[config.mk]
export PLATFORM = sky130hd
export DESIGN_NAME = hcp_ctrl
export DESIGN_NICKNAME = d
export VERILOG_FILES = /design/src/rtl/hcp_pkg.sv /design/src/rtl/hcp_ctrl.sv
export SDC_FILE = /design/constraint.sdc
export NUM_CORES = 1
export LEC_CHECK = 0
export ABC_AREA = 1
export BUFFER_PORTS_ARGS = -buffer_cell sky130_fd_sc_hd__buf_2
export CAP_MARGIN = 20
export CELL_PAD_IN_SITES_DETAIL_PLACEMENT = 0
export CELL_PAD_IN_SITES_GLOBAL_PLACEMENT = 1
export CORE_MARGIN = 1.5
export CORE_UTILIZATION = 22
export DETAILED_ROUTE_END_ITERATION = 8
export GPL_TIMING_DRIVEN = 0
export PLACE_DENSITY = 0.76
export SLEW_MARGIN = 10
export SYNTH_ARGS = -nofsm -noshare
export SYNTH_HDL_FRONTEND = slang
export SYNTH_SLANG_ARGS = --single-unit
export TNS_END_PERCENT = 30
[constraint.sdc]
create_clock -name clock -period 1.1 [get_ports clock]
set_clock_uncertainty 0.15 [all_clocks]
set_input_delay 0 -clock clock [delete_from_list [all_inputs] [get_ports clock]]
set_output_delay 0 -clock clock [all_outputs]
set_load 0.03 [all_outputs]
[src/rtl/hcp_pkg.sv]
// Package for the hashed coordinate permutation block.
// Holds sizes, hash constants, register indexes, the controller state type
// and the command and status structs. No dependencies.
`timescale 1ns / 1ps
`default_nettype none
package hcp_pkg;

   localparam int MAX_WIDTH  = 256;
   localparam int MAX_HEIGHT = 256;
   localparam int MAP_BITS   = MAX_WIDTH * MAX_HEIGHT;
   localparam int ROW_BITS   = 256;
   localparam int MAP_ROWS   = MAP_BITS / ROW_BITS;
   localparam int ROW_AW     = $clog2(MAP_ROWS);
   localparam int COL_AW     = $clog2(ROW_BITS);

   localparam logic [31:0] HASH_C0 = 32'h9E3779B9;
   localparam logic [31:0] HASH_C1 = 32'h85EBCA6B;
   localparam logic [31:0] HASH_C2 = 32'hC2B2AE35;
   localparam logic [31:0] HASH_C3 = 32'h27D4EB2F;
   localparam logic [31:0] HASH_C4 = 32'h165667B1;

   localparam logic [1:0] REG_SEED   = 2'd0;
   localparam logic [1:0] REG_WIDTH  = 2'd1;
   localparam logic [1:0] REG_HEIGHT = 2'd2;

   typedef enum logic [3:0] {
      ST_IDLE,
      ST_H1,
      ST_H2,
      ST_H3,
      ST_H4,
      ST_H5,
      ST_DIV,
      ST_RD,
      ST_CHK,
      ST_FIN
   } state_type;

   typedef struct packed {
      logic load;
      logic h1;
      logic h2;
      logic h3;
      logic h4;
      logic h5;
      logic div_step;
      logic probe_chk;
      logic out_load;
   } cmd_type;

   typedef struct packed {
      logic div_last;
      logic bit_free;
      logic exhausted;
      logic out_busy;
   } status_type;

   // A dimension of zero counts as one; above the maximum it saturates.
   function automatic logic [8:0] clamp_dim(input logic [8:0] v, input logic [8:0] maxv);
      logic [8:0] r;
      if (v == 9'd0) r = 9'd1;
      else if (v > maxv) r = maxv;
      else r = v;
      return r;
   endfunction

endpackage
`default_nettype wire

[src/rtl/hcp_ctrl.sv]
// Controller for the hashed coordinate permutation block.
// Sequences hash stages, the remainder divider and the bitmap probe. Uses hcp_pkg.
`timescale 1ns / 1ps
`default_nettype none
module hcp_ctrl import hcp_pkg::*; (
   input  wire logic       clock,
   input  wire logic       reset,
   input  wire logic       req_valid,
   output logic            req_ready,
   input  wire status_type status,
   output cmd_type         cmd
);

   state_type state_ff, state_in;

   always_ff @(posedge clock) begin
      if (reset) begin
         state_ff <= ST_IDLE;
      end else begin
         state_ff <= state_in;
      end
   end

   always_comb begin
      state_in = state_ff;
      unique case (state_ff)
         ST_IDLE: if (req_valid) state_in = ST_H1;
         ST_H1:   state_in = ST_H2;
         ST_H2:   state_in = ST_H3;
         ST_H3:   state_in = ST_H4;
         ST_H4:   state_in = ST_H5;
         ST_H5:   state_in = ST_DIV;
         ST_DIV:  if (status.div_last) state_in = ST_RD;
         ST_RD:   state_in = ST_CHK;
         ST_CHK: begin
            if (status.bit_free || status.exhausted) state_in = ST_FIN;
            else state_in = ST_RD;
         end
         ST_FIN:  if (!status.out_busy) state_in = ST_IDLE;
         default: state_in = ST_IDLE;
      endcase
   end

   always_comb begin
      cmd       = '0;
      req_ready = 1'b0;
      unique case (state_ff)
         ST_IDLE: begin
            req_ready = 1'b1;
            cmd.load  = req_valid;
         end
         ST_H1:  cmd.h1 = 1'b1;
         ST_H2:  cmd.h2 = 1'b1;
         ST_H3:  cmd.h3 = 1'b1;
         ST_H4:  cmd.h4 = 1'b1;
         ST_H5:  cmd.h5 = 1'b1;
         ST_DIV: cmd.div_step = 1'b1;
         ST_RD: ;
         ST_CHK: cmd.probe_chk = 1'b1;
         ST_FIN: cmd.out_load = !status.out_busy;
         default: ;
      endcase
   end

endmodule
`default_nettype wire

### Yosys cells after proc, flatten, opt, wreduce, memory -nomap -nowiden

Cells that the tools add are included.

| word-level totals | value |
|---|---|
| flip-flop bits (word level) | 4 |
| input port bits | 7 |
| output and inout port bits | 10 |
| word-level logic and storage cells | 32 |

| cells by class | value |
|---|---|
| equality and inequality tests | 12 |
| muxes and demuxes | 15 |
| reductions and logical operators | 4 |

Operator list:

| operator | number |
|---|---|
| 4-bit one-hot mux with 10 select lines | 1 |
| 4-bit by 3-bit equality test with 1-bit output, second input constant | 4 |
| 4-bit 2-to-1 mux | 4 |
| 1-bit 2-to-1 mux | 10 |
| 4-bit by 2-bit equality test with 1-bit output, second input constant | 2 |
| 4-bit equality test, second input constant | 2 |
| 2-bit != test, second input constant | 3 |
| 4-bit by 1-bit equality test with 1-bit output, second input constant | 1 |
| 4-bit logical NOT | 1 |
| 3-bit AND reduction | 1 |
| 1-bit logical NOT | 1 |
| 1-bit logical OR | 1 |

### Longest topological paths before layout

Gate-level depths: netlist of run 1.

| logic depth | value |
|---|---|
| depth after elaboration | 3 |
| depth in mapped cells | 7 |

### Worst setup path before layout of run 1

No wires, ideal clock.

| path | value |
|---|---|
| path type | register to output |
| start point | reg state_ff[0] |
| end point | out cmd[0] (netlist bit) |
| data arrival time | 1.515 ns |
| slack | -0.565 ns |
| cell stages (with the launch flop) | 5 |
| cells stage by stage | dfxtp_1 > inv_2 > nor2_2 > inv_2 > nor4_1 |

RTL lines:

| element | line | RTL |
|---|---|---|
| start: declaration | hcp_ctrl.sv:14 | `state_type state_ff, state_in;` |
| start signal: assignment | hcp_ctrl.sv:20 | `state_ff <= state_in;` |
| end: declaration | hcp_ctrl.sv:11 | `output cmd_type cmd` |

==> results.yml, run 1 <==
run_status:
  outcome: "finished with violations"
  violations: "setup timing"
timing:
  fmax_ghz: 0.789
  finalSetupViolations: 14
  fin_crit_ps: 1270
  worst_pin_slew_ps: 204
  fin_crit_sh_pct: 115
  rsz0062_at_grt: "yes"
  relSlewSlack_pct: 86.3
  fin_ws_ps: -168
  slew_violations: 0
  tns_ps: -1550
  finalHoldViolations: 0
worst_setup_path:
  worstSetupStartpoint: "state_ff[0]"
  r2r-start: "state_ff[3]"
  crit_fanout: 4
  cp-end-kind: "output port"
  start_kind: "flip-flop"
  worst_ep_required_time_ps: 950
  crit_type: "flip-flop to output port"
  cp_cell_sequence: "inv_4 -> nor2_4 -> inv_4 -> nor4_4 -> buf_6"
  reg2reg_depth: 7
  critPathMaxStageDelay_ps: 370
  endpoint: "cmd[0]"
  r2r_slack_ps: -140
  slowest_stage: "dfxtp_4"
  r2r-end: "state_ff[0]"
  worst_path_most_repeated_cell: "inv_4"
  critPathArrivalTime_ps: 1120
place:
  portBuffers: 16
  dpl.cell_count: 86
  hpwl_um: 679
  place.gp.congestion: 0.719
yosys:
  synth_warnings: 0
  synth_top_area_cell: "dfxtp_1"
  synth_seq_cells: 4
  yosysSeqAreaShare_pct: 26.0
  synth_area_leaders: "dfxtp_1 (26%), nor2_1 (16%), nor2_2 (12%)"
  yosysUniqueCellTypes: 12
  avgSynthCellArea_um2: 5.60
  synthFlopType: "dfxtp_1"
  synthesis.area_um2: 308
  synth_most_common_cell: "nor2_1"
  async_flop_share_pct: 0
  syn_inst: 55
  synth_edf_count: 0
  ys_top_cells_by_count: "nor2_1 (13), inv_1 (9), nand2_1 (8), nor2_2 (6), inv_2 (5)"
  syn_nets: 62
  synth_top_area_share_pct: 26.0
routing:
  drc: 0
  finalWirelength_um: 851
  viasPerCell: 4.40
  drt_first_pass_iters: 2
  drt_iter0_drc: 2
  vias: 414
  drtAntennaViolNets: 0
  wl_per_cell_um: 9.05
die:
  die_height_um: 40.4
  fp.dieW_um: 40.4
  ioPinCount: 17
  rows: 13
  dieArea_mm2: 0.00163
  start_util_pct: 23.7
  core-area_mm2: 0.00130
cts:
  cts_sinks: 4
  cts_tree: "done"
  cts_buffers: 3
  cts_root_buf: "clkbuf_4"
  clkLatencyLatePin_ps: 230
  clk_pin_slew_ps: 40
  htreeDepth: 1
  cts.path.max_buffers: 2
layout:
  final_nets: 87
  largest_reg_flops: 4
  final_layout_size_suffix_gt1_share_pct: 58.2
  regArea_um2: 92.6
  reg.largest.list: "state_ff x4"
  largest_register: "state_ff"
  final.fill_count: 141
  synthToLayoutAreaGrowth_pct: 101
  fin_cells: 94
  multi_input_area_um2: 250
  diodes: 0
global_routing:
  grt_overflow: 0
  grt_pass1_vias: 342
  antenna_found_initial: 0
  grt_max_degree: 6
  grt_use_total_pct: 12.0
  grt_pass1_wl_um: 1260
pwr:
  pwr_density_cell_mw_per_mm2: 1470
  design_power_total_uw: 909
  leakage_nw: 0.289
  vdd.ir_drop.worst_v: 0.000802
min_path:
  holdPathStages: 6
  hp-class: "primary input to flip-flop"
flow_run:
  drv_cap: 0
-- cell families after synthesis --
kind of cell / synth area share, %
and+or+nand+nor: 48.4
buffers and inverters: 17.1
DFF: 26.0
AOI/OAI and AO/OA: 8.53
-- worst min-delay path by stage --
stage               from           to  slack (ps)
6_report       status[3]  state_ff[0]          40
5_1_grt        status[3]  state_ff[0]          70
4_1_cts        status[3]  state_ff[0]          40
3_5_place_dp       reset  state_ff[2]          30
3_3_place_gp       reset  state_ff[2]          30
2_1_floorplan  status[0]       cmd[0]        -100
-- stage by stage --
| step | instance area (um2) | worst slack [ps] | utilization [%] | hold slack (ps) |
|---|---|---|---|---|
| after CTS | 608 | -194 | 46.7 | 35.5 |
| after global placement | 480 | -106 | 36.9 | 30.7 |
| after global routing | 619 | -236 | 47.6 | 72.1 |
| after floorplan | 382 | -112 | - | -100 |
| after detailed placement | 480 | -116 | 36.9 | 32.3 |
| final | 619 | -168 | 47.6 | 39.6 |
-- timing repair --
item | 4_1_cts | 5_1_grt
setup buffers | 1 | 0
hold endpoints to repair | 4 | 0
endpoints found under the setup margin | 14 | 14
hold buffers | 3 | 0
pin swaps | 3 | 1
resized for setup | 21 | 5
-- layer usage --
layer	routed length, um	vias to the layer above	GRT usage (%)
met4	0	0	7.50
met2	483	9	21.0
met5	0	-	0
met1	342	189	12.4
met3	25	0	3.33
li1	-	216	-
-- placed cells by master, fill, tap and decap left out --
cell type	synthesis	layout
nor4_4	0	1
dlygate4sd3_1	0	3
o221ai_1	1	1
dfxtp_4	0	3
clkbuf_1	0	1
nand3_1	4	4
nand2_2	0	2
nand4_1	1	1
nor2_1	13	9
dfxtp_2	0	1
clkbuf_4	0	3
buf_6	0	7
inv_1	9	5
nor2_4	0	9
inv_4	0	5
nand2_1	8	6
a31oi_1	2	2
a21oi_1	1	1
nor2_2	6	1
inv_2	5	4
buf_2	0	7
buf_4	0	3
-- layout make-up --
class | instances | area share [%]
Tap cell | 15 | 3.03
Timing Repair Buffer | 20 | 26.9
Inverter | 14 | 10.5
Clock buffer | 4 | 4.24
Multi-Input combinational cell | 37 | 40.4
Sequential cell | 4 | 14.9
-- power by group --
| part | switching (mW) | internal [mW] |
|---|---|---|
| Combinational | 0.304 | 0.192 |
| Sequential | 0.0464 | 0.172 |
| Clock | 0.0587 | 0.136 |
| Total | 0.409 | 0.500 |
-- critical path: cells and delay by family, from the launching register on --
| kind | cells | cell delay [ps] |
|---|---|---|
| flops | 1 | 370 |
| buf+inv | 3 | 270 |
| simple gates | 2 | 240 |
No activity file was read; power rests on OpenSTA's default activity.
==> run 2, diff against run 1 <==
- ABC_AREA: 1 -> default
- CORE_UTILIZATION: 22 -> 23
==> results.yml, run 2 <==
timing:
  rsz0062_at_grt: "yes"
  finalHoldWorstSlack_ps: -6.70
  finalHoldViolations: 1
  fmax_ghz: 0.705
  slew_violations: 0
  fin_crit_sh_pct: 129
  fin_ws_ps: -319
  fin_crit_ps: 1420
  finalSetupViolations: 14
  worst_pin_slew_ps: 290
  relSlewSlack_pct: 80.6
cts:
  cts_buffers: 3
  cts_sinks: 4
  htreeDepth: 1
  cts.path.max_buffers: 2
  clk_pin_slew_ps: 40
  cts_tree: "done"
  clkLatencyLatePin_ps: 240
  cts_root_buf: "clkbuf_4"
place:
  portBuffers: 16
  dpl.cell_count: 74
  dpl_worst_slack_ps: -379
  place.gp.congestion: 0.671
  placed_area_um2: 488
  hpwl_um: 604
layout:
  largest_register: "state_ff"
  layout_commonest_cell: "buf_4"
  final.fill_count: 88
  multi_input_area_um2: 300
  final_area_um2: 801
  final_layout_size_suffix_gt1_share_pct: 65.9
  largest_reg_flops: 4
  reg.largest.list: "state_ff x4"
  fin_cells: 96
  final_nets: 90
  diodes: 0
  regArea_um2: 90.1
  final_cell_mix: "buf_4 (16), buf_6 (8), buf_2 (6)"
  synthToLayoutAreaGrowth_pct: 167
yosys:
  synth_top_area_share_pct: 26.7
  synth_most_common_cell: "nor2_1"
  synth_seq_cells: 4
  synth_area_leaders: "dfxtp_1 (27%), nor3b_1 (10%), nor2_1 (7.5%)"
  syn_nets: 51
  synth_warnings: 0
  syn_inst: 44
  synthFlopType: "dfxtp_1"
  synth_top_area_cell: "dfxtp_1"
  synthesis.area_um2: 300
  yosysUniqueCellTypes: 20
  async_flop_share_pct: 0
  yosysSeqAreaShare_pct: 26.7
  synth_edf_count: 0
  avgSynthCellArea_um2: 6.82
routing:
  drc: 0
  drtAntennaViolNets: 0
  finalWirelength_um: 1150
  wl_per_cell_um: 11.9
  vias: 475
  viasPerCell: 4.95
  drt_iter0_drc: 9
  drt_first_pass_iters: 4
flow_run:
  drv_cap: 0
pwr:
  leakage_nw: 0.347
  design_power_total_uw: 889
  pwr_density_cell_mw_per_mm2: 1110
  vdd.ir_drop.worst_v: 0.000692
die:
  dieArea_mm2: 0.00153
  core-area_mm2: 0.00116
  fp.dieW_um: 39.1
  rows: 12
  die_height_um: 39.1
  ioPinCount: 17
  start_util_pct: 26.0
worst_setup_path:
  reg2reg_depth: 3
  worst_ep_required_time_ps: 950
  crit_fanout: 4
  cp-end-kind: "output port"
  critPathArrivalTime_ps: 1270
  crit_type: "flip-flop to output port"
  start_kind: "flip-flop"
global_routing:
  grt_max_degree: 9
  antenna_found_initial: 0
  grt_pass1_wl_um: 1730
  grt_pass1_vias: 405
  grt_use_total_pct: 17.1
  grt_overflow: 0
run_status:
  outcome: "finished with violations"
  violations: "hold timing, setup timing"
min_path:
  holdPathStages: 4
  hp-class: "primary input to flip-flop"
[run 2: changes by cell type after synthesis, moves of 5 or more]
cell     before  now
inv_1         9    1
nor2_1       13    6
nor2_2        6    0
inv_2         5    0
nand2_1       8    3
[run 2: cells by family (layout without fill, tap and decap cells)]
logic type / count (synthesis) / count (layout) / synth area share (%)
AND/OR/NAND/NOR: 29 / 29 / 55.8
AO/OA/AOI/OAI: 6 / 6 / 11.3
buffers and inverters: 5 / 43 / 6.25
flip-flops: 4 / 4 / 26.7
[run 2: critical path, stage by stage (launching register included)]
cell and delay, ps:
dfxtp_4 360, or3b_4 390, nor2_1 110, buf_4 160
[run 2: worst paths after layout]
kind	from	to	slack [ps]
max reg2reg	state_ff[3]	state_ff[3]	-320
max	state_ff[3]	cmd[0]	-320
min	status[0]	state_ff[0]	-7
min reg2reg	state_ff[0]	state_ff[3]	480
[run 2: area by class of cell]
class                   count  area share [%]
multi-input cells          35            37.5
repair buffers             34            35.0
flip-flops and latches      4            11.2
plain buffers               4            10.0
clock buffers               4            3.28
well taps                  14            2.19
inverters                   1           0.781
[run 2: where the power goes]
group | leakage (nW) | total, mW | internal [mW] | switching, mW
clock | 0.0150 | 0.207 | 0.137 | 0.0699
combinational | 0.297 | 0.495 | 0.279 | 0.216
sequential | 0.0350 | 0.187 | 0.162 | 0.0257
[run 2: routing by layer]
layer	GRT usage, %	routed length, um
met1	17.9	419
met2	30.8	654
met3	5.20	71
met4	7.76	0
met5	0	0
[run 2: metrics by stage]
stage	hold WS (ps)	utilization, %	setup TNS (ps)
floorplan	-90.6	-	-2360
global placement	58.1	42.2	-2750
detailed placement	60.6	42.2	-2680
CTS	-3.53	66.0	-3690
global route	55.0	69.3	-4510
finish	-6.70	69.3	-3610
[run 2: repair_timing]
item,4_1_cts,5_1_grt
hold endpoints to repair,4,0
setup endpoints to repair,14,14
gates resized for setup,34,5
pin swaps,8,2
setup buffers,11,3
hold buffers,4,0
==> run 3, diff against run 2 <==
- CORE_AREA: default -> 2 2 39 41
- CORE_MARGIN: 1.5 -> default
- CORE_UTILIZATION: 23 -> default
- DIE_AREA: default -> 0 0 41 43
- MAX_ROUTING_LAYER: default -> met4
- PLACE_DENSITY: 0.76 -> 0.72
- clock period: 1.1 -> 1.33 ns (I/O delays scaled with it)
==> results.yml, run 3 (synthesis gave the netlist of run 2 again) <==
pwr:
  design_power_total_uw: 647
  leakage_nw: 0.285
  vdd.ir_drop.worst_v: 0.000368
  pwr_density_cell_mw_per_mm2: 943
global_routing:
  met2_usage_pct: 18.8
  busiest_layer: "met2"
  grt_max_degree: 11
  grt_use_met3_pct: 0
  grt_pass1_wl_um: 1380
  antenna_found_initial: 0
  grt_use_total_pct: 11.6
  met1_usage_pct: 13.2
  grt_pass1_vias: 361
  grt_overflow: 0
die:
  core-area_mm2: 0.00138
  fp.dieW_um: 41
  start_util_pct: 21.7
  rows: 14
  ioPinCount: 17
  die_height_um: 43
  dieArea_mm2: 0.00176
routing:
  wl_per_cell_um: 10.7
  vias: 406
  finalWirelength_um: 956
  drt_iter0_drc: 5
  viasPerCell: 4.56
  drtAntennaViolNets: 0
  drt_first_pass_iters: 4
  drc: 0
layout:
  diodes: 0
  regArea_um2: 92.6
  largest_register: "state_ff"
  final_layout_size_suffix_gt1_share_pct: 60.3
  reg.largest.list: "state_ff x4"
  synthToLayoutAreaGrowth_pct: 128
  final_cell_mix: "buf_4 (8), buf_2 (7), nor2_1 (5), dlygate4sd3_1 (5), buf_6 (5)"
  final_nets: 81
  layout_commonest_cell: "buf_4"
  utilization_pct: 49.5
  multi_input_area_um2: 284
  largest_reg_flops: 4
  final.fill_count: 132
  fin_cells: 89
run_status:
  outcome: "finished with violations"
  violations: "setup timing"
timing:
  finalSetupViolations: 9
  relSlewSlack_pct: 84.9
  finalHoldViolations: 0
  rsz0062_at_grt: "yes"
  fin_crit_ps: 1450
  fmax_ghz: 0.687
  finalHoldWorstSlack_ps: 40.6
  fin_crit_sh_pct: 109
  slew_violations: 0
  worst_pin_slew_ps: 225
  fin_ws_ps: -125
worst_setup_path:
  cp_cell_sequence: "or3b_4 -> or3_1 -> a31oi_1"
  critPathMaxStageDelay_ps: 390
  crit_type: "flip-flop to flip-flop"
  path_delay_family: "simple AND/OR/NAND/NOR gates"
  critPathArrivalTime_ps: 1470
  timing.critical_path.buf_inv: 0
  cp-end-kind: "flip-flop"
  crit_fanout: 4
  slowest_stage: "or3b_4"
  start_kind: "flip-flop"
  worst_ep_required_time_ps: 1350
cts:
  cts_tree: "done"
  clkLatencyLatePin_ps: 240
  cts.path.max_buffers: 2
  htreeDepth: 1
  cts_sinks: 4
  cts_root_buf: "clkbuf_4"
  cts_buffers: 3
  clk_pin_slew_ps: 40
flow_run:
  drv_cap: 0
min_path:
  hp-class: "primary input to flip-flop"
place:
  portBuffers: 16
  dpl.cell_count: 76
  place.gp.congestion: 0.812
  hpwl_um: 645
run 3: cell count changes in the layout (fill, tap and decap cells not counted), sizes merged:
cell / change
buf: -10
dlygate4sd3: +1
run 3: path summary, 6_finish.rpt:
| check | to | cells after the start | from | slack [ps] |
|---|---|---|---|---|
| worst min register to register | state_ff[3] | 2 | state_ff[0] | 470 |
| worst max-delay path | state_ff[3] | 3 | state_ff[3] | -120 |
| worst max register to register | state_ff[3] | 3 | state_ff[3] | -120 |
| worst min-delay path | state_ff[0] | 4 | req_valid | 40 |
run 3: final cells by class:
cell class                 count  area share [%]
tap                           16            2.92
inverter                       1           0.547
clock buffer                   4            3.83
buffer                         4            8.39
timing repair buffer          25            29.4
multi-input combinational     35            41.4
sequential                     4            13.5
run 3: stage by stage:
step	setup slack [ps]	TNS, ps	area [um2]
after CTS	-121	-706	649
after floorplan	-132	-446	372
final	-125	-627	686
after detailed placement	-181	-913	472
after global placement	-191	-957	472
after global routing	-163	-1020	686
run 3: report_power, final:
| group | leakage [nW] | total, mW | internal, mW | switching, mW |
|---|---|---|---|---|
| clock network | 0.0150 | 0.171 | 0.113 | 0.0580 |
| logic | 0.235 | 0.322 | 0.166 | 0.156 |
| registers | 0.0353 | 0.153 | 0.134 | 0.0195 |
run 3: tightest hold or removal path: cells and delay by family:
family | cells | cell delay (ps)
AND/OR/NAND/NOR | 1 | 100
AO/OA/AOI/OAI | 2 | 220
buffers and inverters | 1 | 80
run 3: layer usage:
metal | vias to the layer above | wire (um)
met4 | 0 | 22
met5 | - | 0
met1 | 173 | 387
li1 | 214 | -
met3 | 2 | 44
met2 | 17 | 501
run 3: what timing repair did:
item	CTS	global route
pin swaps	6	1
setup buffers	4	0
gates resized for setup	25	10
setup endpoints to repair	13	14
hold buffers	5	0
hold endpoints to repair	4	0
